## config.mk

```make
export PLATFORM = sky130hd
export DESIGN_NAME = dtq_ram
export DESIGN_NICKNAME = d
export VERILOG_FILES = /design/src/sv/dtq_ram.sv
export SDC_FILE = /design/constraint.sdc
export NUM_CORES = 1
export LEC_CHECK = 0
export ABC_AREA = 1
export BUFFER_PORTS_ARGS = -buffer_cell sky130_fd_sc_hd__buf_2
export CORE_UTILIZATION = 25
export CTS_BUF_LIST = sky130_fd_sc_hd__clkbuf_8
export DETAILED_ROUTE_END_ITERATION = 12
export PLACE_DENSITY_LB_ADDON = 0.08
export REMOVE_ABC_BUFFERS = 1
export SETUP_SLACK_MARGIN = 0.3
export SYNTH_ARGS = -nofsm -noshare
export SYNTH_HDL_FRONTEND = slang
export SYNTH_SLANG_ARGS = --single-unit
```

## constraint.sdc

```tcl
create_clock -name clk -period 1.8 [get_ports clk]
set_input_delay 0.27 -clock clk [delete_from_list [all_inputs] [get_ports clk]]
set_output_delay 0.27 -clock clk [all_outputs]
set_load 0.01 [all_outputs]
```

## src/sv/dtq_ram.sv

```systemverilog
`default_nettype none
module dtq_ram #(
    parameter int WIDTH = 8,
    parameter int DEPTH = 16
) (
    input  wire logic                     clk,
    input  wire logic                     we,
    input  wire logic [$clog2(DEPTH)-1:0] waddr,
    input  wire logic [WIDTH-1:0]         wdata,
    input  wire logic                     re,
    input  wire logic [$clog2(DEPTH)-1:0] raddr,
    output logic      [WIDTH-1:0]         rdata
);
    logic [WIDTH-1:0] mem [DEPTH];

    always_ff @(posedge clk)
    begin
        if (we)
        begin
            mem[waddr] <= wdata;
        end
        if (re)
        begin
            rdata <= mem[raddr];
        end
    end
endmodule
`default_nettype wire

```

==> implementation parameters, run 1 <==
Parameter                              Value

Run status
  Result of the run ... completed

CTS
  Cell chosen for the clock root ... sky130_fd_sc_hd__clkbuf_8
  Clock sinks ... 136
  Resized Gates After CTS ... 0
  CTS buffer count ... 17
  Clock edge transition at the registers on the reported setup and hold paths ... ~0.08 ns
  Clock insertion delay at the later pin of the skew report ... 0.43 ns
  Number of hold buffers added after cts ... 0
  H-tree lvl count ... 4
  Clock tree from TritonCTS ... done
  Post-CTS Repair Setup Buffers ... 0
  Maximum clock path buffer count ... 2

Setup path
  Biggest cell delay along the critical path ... between 0.4 and 0.5 ns
  Delay-heaviest family, CP ... flip-flops
  Worst endpoint required time ... 1.53 ns
  Cell chain of the critical path ... buf_2
  Count of cell instances traversed by the critical path ... 1
  Worst path buffer plus inverter count ... 1
  Crit Path Category ... flop to output port
  Highest fanout seen on the critical path ... 1
  Number of cells traversed by the worst register-to-register path ... 6
  Worst setup SP type ... flop
  Worst setup EP type ... output port
  Standard cell with the maximum stage delay on the critical path ... sky130_fd_sc_hd__edfxtp_1
  Data arrival at the endpoint of the critical path ... approximately 1.1 ns

STA
  Highest achievable clock rate ... 755.2 MHz
  Post-route clock skew ... 0.009900 ns
  Setup-failing EPs final ... 0
  Setup repair after global routing missed its margin ... false
  Minimum period implied by the final worst setup slack ... 1.324 ns
  Headroom to the max-slew limit ... roughly 70%
  Fin Setup TNS ... 0 ns
  Pin slew with the least headroom to its limit ... ~0.45 ns
  Final Slew Violations ... 0
  Tcrit/Tclk final ... 73.56%
  Smallest hold slack ... ~0.21 ns
  Final Hold Vio Count ... 0

Synthesis
  Post-synthesis adder-cell area fraction ... 0%
  Largest family of logic cells by synthesized area ... simple AND/OR/NAND/NOR gates
  Seq/Total Area, Yosys ... 69.85%
  Ranking of synthesized cells by instance count ... sky130_fd_sc_hd__nand2_1 (173), sky130_fd_sc_hd__edfxtp_1 (136), sky130_fd_sc_hd__inv_1 (100)
  Post-synthesis cell count ... 551
  Post-synthesis xor/xnor area fraction ... 0%
  Async S/R FF share, synth ... 0%
  Complex-gate fraction of the synthesized area ... 0%
  Average size of a mapped cell ... 10.61 µm²
  Post-synth design cell area ... a little under 6000 µm²
  Post-synthesis cell type with the largest combined area ... sky130_fd_sc_hd__edfxtp_1
  Synth area leaders ... sky130_fd_sc_hd__edfxtp_1 (70%), sky130_fd_sc_hd__nand2_1 (11%), sky130_fd_sc_hd__nand3_1 (8.3%)
  Number of distinct library cell variants in the gate-level netlist after synthesis ... 11
  Most common cell in the netlist ... sky130_fd_sc_hd__nand2_1
  Synth warn ... 0
  Yosys top cell area share ... 69.85%
  Predominant post-synthesis flop cell ... sky130_fd_sc_hd__edfxtp_1
  Number of enable-type register cells in the synthesized netlist ... about 140
  Basic-gate share of the synthesized area counting and, or, nand and nor cells ... 20.76%
  Fraction of synthesized area in multiplexers ... 0%
  Number of synthesized register bits ... 136

Power
  Peak supply drop ... 0.4159 mV
  P_leak ... 0.002871 µW
  Cell Pwr Density ... 944.3 nW/µm²

Global routing
  Initial antenna violation count ... 1
  First-pass GRT wire length ... 23,760 µm
  All-layer global routing usage ... roughly 14%
  Largest net degree at the start of global routing ... 37
  Vias in the first global route ... approximately 3,800
  GRT Residual Overflow ... 0

Routing
  Routed WL per cell ... 17.09 µm
  DRT met1 WL ... 8160 µm
  Count of vias placed by the detailed router ... 3,819
  Detailed-routed wire length on met2 ... 7051 µm
  First-pass iteration count of the detailed router ... 4
  DRC violation count after routing ... 0
  Remaining antenna violation count after routing ... 0
  Max Used Layer ... met4
  Post-Route WL ... 15,850 µm
  Via density per instance ... 4.120
  Count of routing violations after the opening detailed-route iteration ... between 200 and 250
  Met3 Routed Length ... 503 µm

Hold path
  Worst hold path depth ... 1
  Min-delay worst type ... input port to flop

Job
  Max cap viols ... 0

Placed design
  Placed instance count ... 895
  GP Congestion ... 0.7445
  Number of buffers added on ports ... 26
  Half-perimeter wire length after detailed placement ... 10,260 µm

Cells and area
  Total area of multi-input combinational cells ... about 1200 µm²
  Count of fill cells added during filler insertion ... 2,379
  Antenna diode count ... 0
  Fraction of final layout cells sized beyond drive strength 1 ... 13.84%
  Synth-to-layout area growth ... 16.99%
  Sequential cell area ... 4084 µm²
  Final standard cell utilization of the core ... between 30% and 40%
  Final non-filler cell total ... 927
  Net count reported at finish ... 620

Die
  Horizontal extent of the die ... 154.9 µm
  Die ar. ... 24,000 µm²
  Std cell rows ... 55
  Initial cell density of the core ... 25.67%
  Overall die height ... 154.9 µm
  Ports ... 27
  Standard cell core area ... between 20,000 and 25,000 µm²
==> cells by family after synthesis <==
| kind of cell | Yosys count |
|---|---|
| AND/OR/NAND/NOR | 289 |
| buffers and inverters | 126 |
| flip-flops | 136 |
==> state kept, by name (all words and copies together), names as in the netlist <==
name   flops
rdata      8
mem      128
==> through the flow <==
step	worst slack, ns	total power, µW	cell area, µm²
after global placement	0.1312	4150	6470
after detailed placement	0.1334	4150	6470
after CTS	0.4490	6552	6840
final	0.4758	6459	6840
after global routing	0.4385	6720	6840
after floorplan	0.4094	3849	5680
==> cells in the final DEF, fill, tap and decap left out <==
cell type	instances
sky130_fd_sc_hd__buf_12	4
sky130_fd_sc_hd__buf_2	26
sky130_fd_sc_hd__buf_4	25
sky130_fd_sc_hd__bufinv_16	2
sky130_fd_sc_hd__clkbuf_8	17
sky130_fd_sc_hd__clkinv_1	4
sky130_fd_sc_hd__clkinv_2	3
sky130_fd_sc_hd__clkinv_4	1
sky130_fd_sc_hd__clkinvlp_4	5
sky130_fd_sc_hd__edfxtp_1	136
sky130_fd_sc_hd__inv_1	100
sky130_fd_sc_hd__inv_2	2
sky130_fd_sc_hd__nand2_1	173
sky130_fd_sc_hd__nand3_1	97
sky130_fd_sc_hd__nand3b_1	2
sky130_fd_sc_hd__nor2_1	17
==> area by class of cell <==
type | count | share of cell area [%]
Sequential cell | 136 | 59.70
Multi-Input combinational cell | 289 | 17.74
Timing Repair Buffer | 55 | 5.817
Tap cell | 313 | 5.725
Inverter | 102 | 5.597
Clock buffer | 17 | 3.421
Clock inverter | 15 | 1.994
==> worst register-to-register path: cells and delay by family (launching register included) <==
kind,cells,cell delay (ns)
flops,1,0.36
buf+inv,1,0.06
simple gates,5,0.57
==> metal layers <==
layer	GRT usage (%)	up-vias
li1	-	1876
met1	19.81	1872
met2	21.45	64
met3	3.426	7
met4	3.725	0
met5	0	-
==> path summary, 6_finish.rpt <==
| kind | end | start | slack [ns] |
|---|---|---|---|
| worst max-delay path | rdata[7] | rdata[7] | 0.48 |
| worst min-delay path | rdata[6] | re | 0.21 |
| worst max register to register | rdata[0] | mem[5][0] | 0.55 |
| worst min register to register | rdata[0] | mem[10][0] | 0.76 |
==> where the power goes <==
part	switching (µW)	internal, µW
clock	1190	1200
combinational	339	144
sequential	19.2	3560
Note: power is estimated with default switching activity, not from simulation.
==> run 2, diff against run 1 <==
==> constraint.sdc (replaced) <==
create_clock -name clk -period 1.3 [get_ports clk]
set_input_delay 0.195 -clock clk [delete_from_list [all_inputs] [get_ports clk]]
set_output_delay 0.195 -clock clk [all_outputs]
set_load 0.01 [all_outputs]
==> run 2 against run 1 <==
Sequential power increased by 39%. Critical endpoint unchanged. Highest routed layer unchanged. Largest power group unchanged. First-iteration DRC count increased by 14%. Combinational power increased by 64%. Worst setup slack got worse by 0.36 ns. Design area increased by 5.9%. Die area unchanged. Final cell count increased by 0.65%.
==> implementation parameters, run 2 (synthesis results as in run 1) <==
Parameter                              Value

Setup path
  Worst setup EP type ... output port
  Cell chain of the critical path ... buf_2
  Worst path buffer plus inverter count ... 1 (unchanged)
  Worst endpoint required time ... 1.11 ns (-0.42 ns)
  Biggest cell delay along the critical path ... 0.39 ns (-0.06 ns)
  Crit Path Category ... flop to output port
  Data arrival at the endpoint of the critical path ... 0.99 ns (-0.06 ns)
  Highest fanout seen on the critical path ... 1 (unchanged)
  Standard cell with the maximum stage delay on the critical path ... sky130_fd_sc_hd__edfxtp_1
  Worst setup SP type ... flop
  Delay-heaviest family, CP ... flip-flops

CTS
  Post-CTS Repair Setup Buffers ... 0 (unchanged)
  Clock edge transition at the registers on the reported setup and hold paths ... 0.08 ns (about the same)
  Clock sinks ... 136 (unchanged)
  CTS buffer count ... 17 (unchanged)
  H-tree lvl count ... 4 (unchanged)
  Maximum clock path buffer count ... 2 (unchanged)
  Clock tree from TritonCTS ... done
  Clock insertion delay at the later pin of the skew report ... 0.44 ns (about the same)
  Cell chosen for the clock root ... sky130_fd_sc_hd__clkbuf_8
  Number of hold buffers added after cts ... 0 (unchanged)

STA
  Pin slew with the least headroom to its limit ... 0.5065 ns (+0.05701 ns)
  Tcrit/Tclk final ... 91.18%
  Final Slew Violations ... 0 (unchanged)
  Post-route clock skew ... 0.009464 ns (-0.0004354 ns)
  Highest achievable clock rate ... 843.6 MHz
  Setup repair after global routing missed its margin ... true
  Smallest hold slack ... 0.1093 ns (-0.1016 ns)
  Minimum period implied by the final worst setup slack ... 1.185 ns
  Headroom to the max-slew limit ... 66.20% (-3.8 points)
  Final Hold Vio Count ... 0 (unchanged)
  Fin Setup TNS ... 0 ns (unchanged)
  Setup-failing EPs final ... 0 (unchanged)

Cells and area
  Fraction of final layout cells sized beyond drive strength 1 ... 24.03% (+10 points)
  Register bank with the most flops ... mem
  Antenna diode count ... 0 (unchanged)
  Most used cells in the layout excluding fill and tap cells ... sky130_fd_sc_hd__nand2_1 (165), sky130_fd_sc_hd__edfxtp_1 (136), sky130_fd_sc_hd__inv_1 (103), sky130_fd_sc_hd__nand3_1 (45), sky130_fd_sc_hd__nand3_2 (45)
  Net count reported at finish ... 627 (+1.1%)
  Most common cell after layout, fill and taps aside ... sky130_fd_sc_hd__nand2_1
  Largest registers ... mem (128), rdata (8)
  Final standard cell utilization of the core ... 31.82% (+1.8 points)
  Synth-to-layout area growth ... 23.95%
  Area of all placed cells without fillers ... 7247 µm² (+5.9%)
  Max FFs per register ... 128 (unchanged)

Die
  Ports ... 27 (unchanged)
  Std cell rows ... 55 (unchanged)
  Horizontal extent of the die ... 154.9 µm (unchanged)
  Die ar. ... 24,000 µm² (unchanged)
  Initial cell density of the core ... 25.67% (unchanged)
  Overall die height ... 154.9 µm (unchanged)
  Standard cell core area ... 22,780 µm² (unchanged)

Hold path
  Min-delay worst type ... input port to flop

Routing
  DRC violation count after routing ... 0 (unchanged)
  Post-Route WL ... 15,700 µm (-0.94%)
  Max Used Layer ... met4
  Routed WL per cell ... 16.83 µm (-1.6%)
  DRT met1 WL ... 8057 µm (-1.3%)
  Remaining antenna violation count after routing ... 0 (unchanged)
  Count of routing violations after the opening detailed-route iteration ... 249 (+14%)
  Met3 Routed Length ... 480 µm (-4.6%)
  First-pass iteration count of the detailed router ... 4 (unchanged)
  Count of vias placed by the detailed router ... 3,844 (+0.65%)
  Via density per instance ... 4.120 (about the same)
  Detailed-routed wire length on met2 ... 6989 µm (-0.88%)

Global routing
  First-pass GRT wire length ... 23,800 µm (+0.15%)
  Vias in the first global route ... 3,774 (-1.0%)
  All-layer global routing usage ... 13.95% (-0.097 points)
  Initial antenna violation count ... 0 (-1)
  GRT Residual Overflow ... 0 (unchanged)
  Largest net degree at the start of global routing ... 37 (unchanged)

Power
  P_leak ... 0.003047 µW (+6.1%)
  Cell Pwr Density ... 1239 nW/µm² (+31%)
  Peak supply drop ... 0.5225 mV (+26%)
  Design Power ... 8982 µW (+39%)

Run status
  Result of the run ... completed

Job
  Max cap viols ... 0 (unchanged)

Placed design
  Half-perimeter wire length after detailed placement ... 10,230 µm (-0.33%)
  GP Congestion ... 0.7951 (+6.8%)
  Number of buffers added on ports ... 26 (unchanged)
  Cell area after placement ... 6560 µm² (+1.4%)
## run 2: cell count changes in the layout (fill, tap and decap cells not counted), moves of 4 or more
cell                      before  now
sky130_fd_sc_hd__nand3_1      97   45
sky130_fd_sc_hd__buf_4        25   29
sky130_fd_sc_hd__nand2_1     173  165
sky130_fd_sc_hd__nand2_2       0    8
sky130_fd_sc_hd__nand3_4       0    7
sky130_fd_sc_hd__nand3_2       0   45
## run 2: repair_timing
action / 4_1_cts / 5_1_grt
endpoints found under the setup margin: 16 / 16
resized for setup: 40 / 28
hold endpoints to repair: 0 / 0
pin swaps: 29 / 20
cloned: 0 / 0
## run 2: worst paths after layout
check / startpoint / end / slack, ns / depth (start not counted)
setup reg to reg: mem[5][4] / rdata[4] / 0.17 / 6
hold reg to reg: mem[11][7] / rdata[7] / 0.74 / 6
setup / recovery: rdata[7] / rdata[7] / 0.11 / 1
hold / removal: re / rdata[5] / 0.11 / 1
## run 2: worst register-to-register path, stage by stage (launching register included)
cell                       delay, ns
sky130_fd_sc_hd__edfxtp_1       0.37
sky130_fd_sc_hd__inv_1          0.06
sky130_fd_sc_hd__nand2_1        0.04
sky130_fd_sc_hd__nand3_1        0.12
sky130_fd_sc_hd__nand3_2        0.11
sky130_fd_sc_hd__nand3_2        0.11
sky130_fd_sc_hd__nand2_1        0.07
## run 2: per-layer routing
layer / vias to the layer above / GRT usage [%]
li1: 1889 / -
met1: 1884 / 19.57
met2: 59 / 21.41
met3: 12 / 3.036
met4: 0 / 4.385
met5: - / 0
## run 2: final cells by class
cell class                      instances  area (µm²)
Fill cell                            2358       15530
Multi-Input combinational cell        289        1546
Clock buffer                           17       234.0
Sequential cell                       136        4084
Inverter                              102       382.9
Timing Repair Buffer                   62       488.0
Clock inverter                         14       120.1
Tap cell                              313       391.6
## run 2: power breakdown
group | leakage (µW) | total, µW | switching [µW] | internal (µW)
sequential | 0.00124 | 4960 | 24.1 | 4930
clock | 0.000189 | 3230 | 1590 | 1640
combinational | 0.00162 | 792 | 530 | 262
## run 2: per-stage QoR
stage	cells	worst slack [ns]
2_1_floorplan	527	-0.01561
3_3_place_gp	902	-0.2409
3_5_place_dp	902	-0.2418
4_1_cts	933	0.07762
5_1_grt	933	0.06934
6_report	933	0.1146
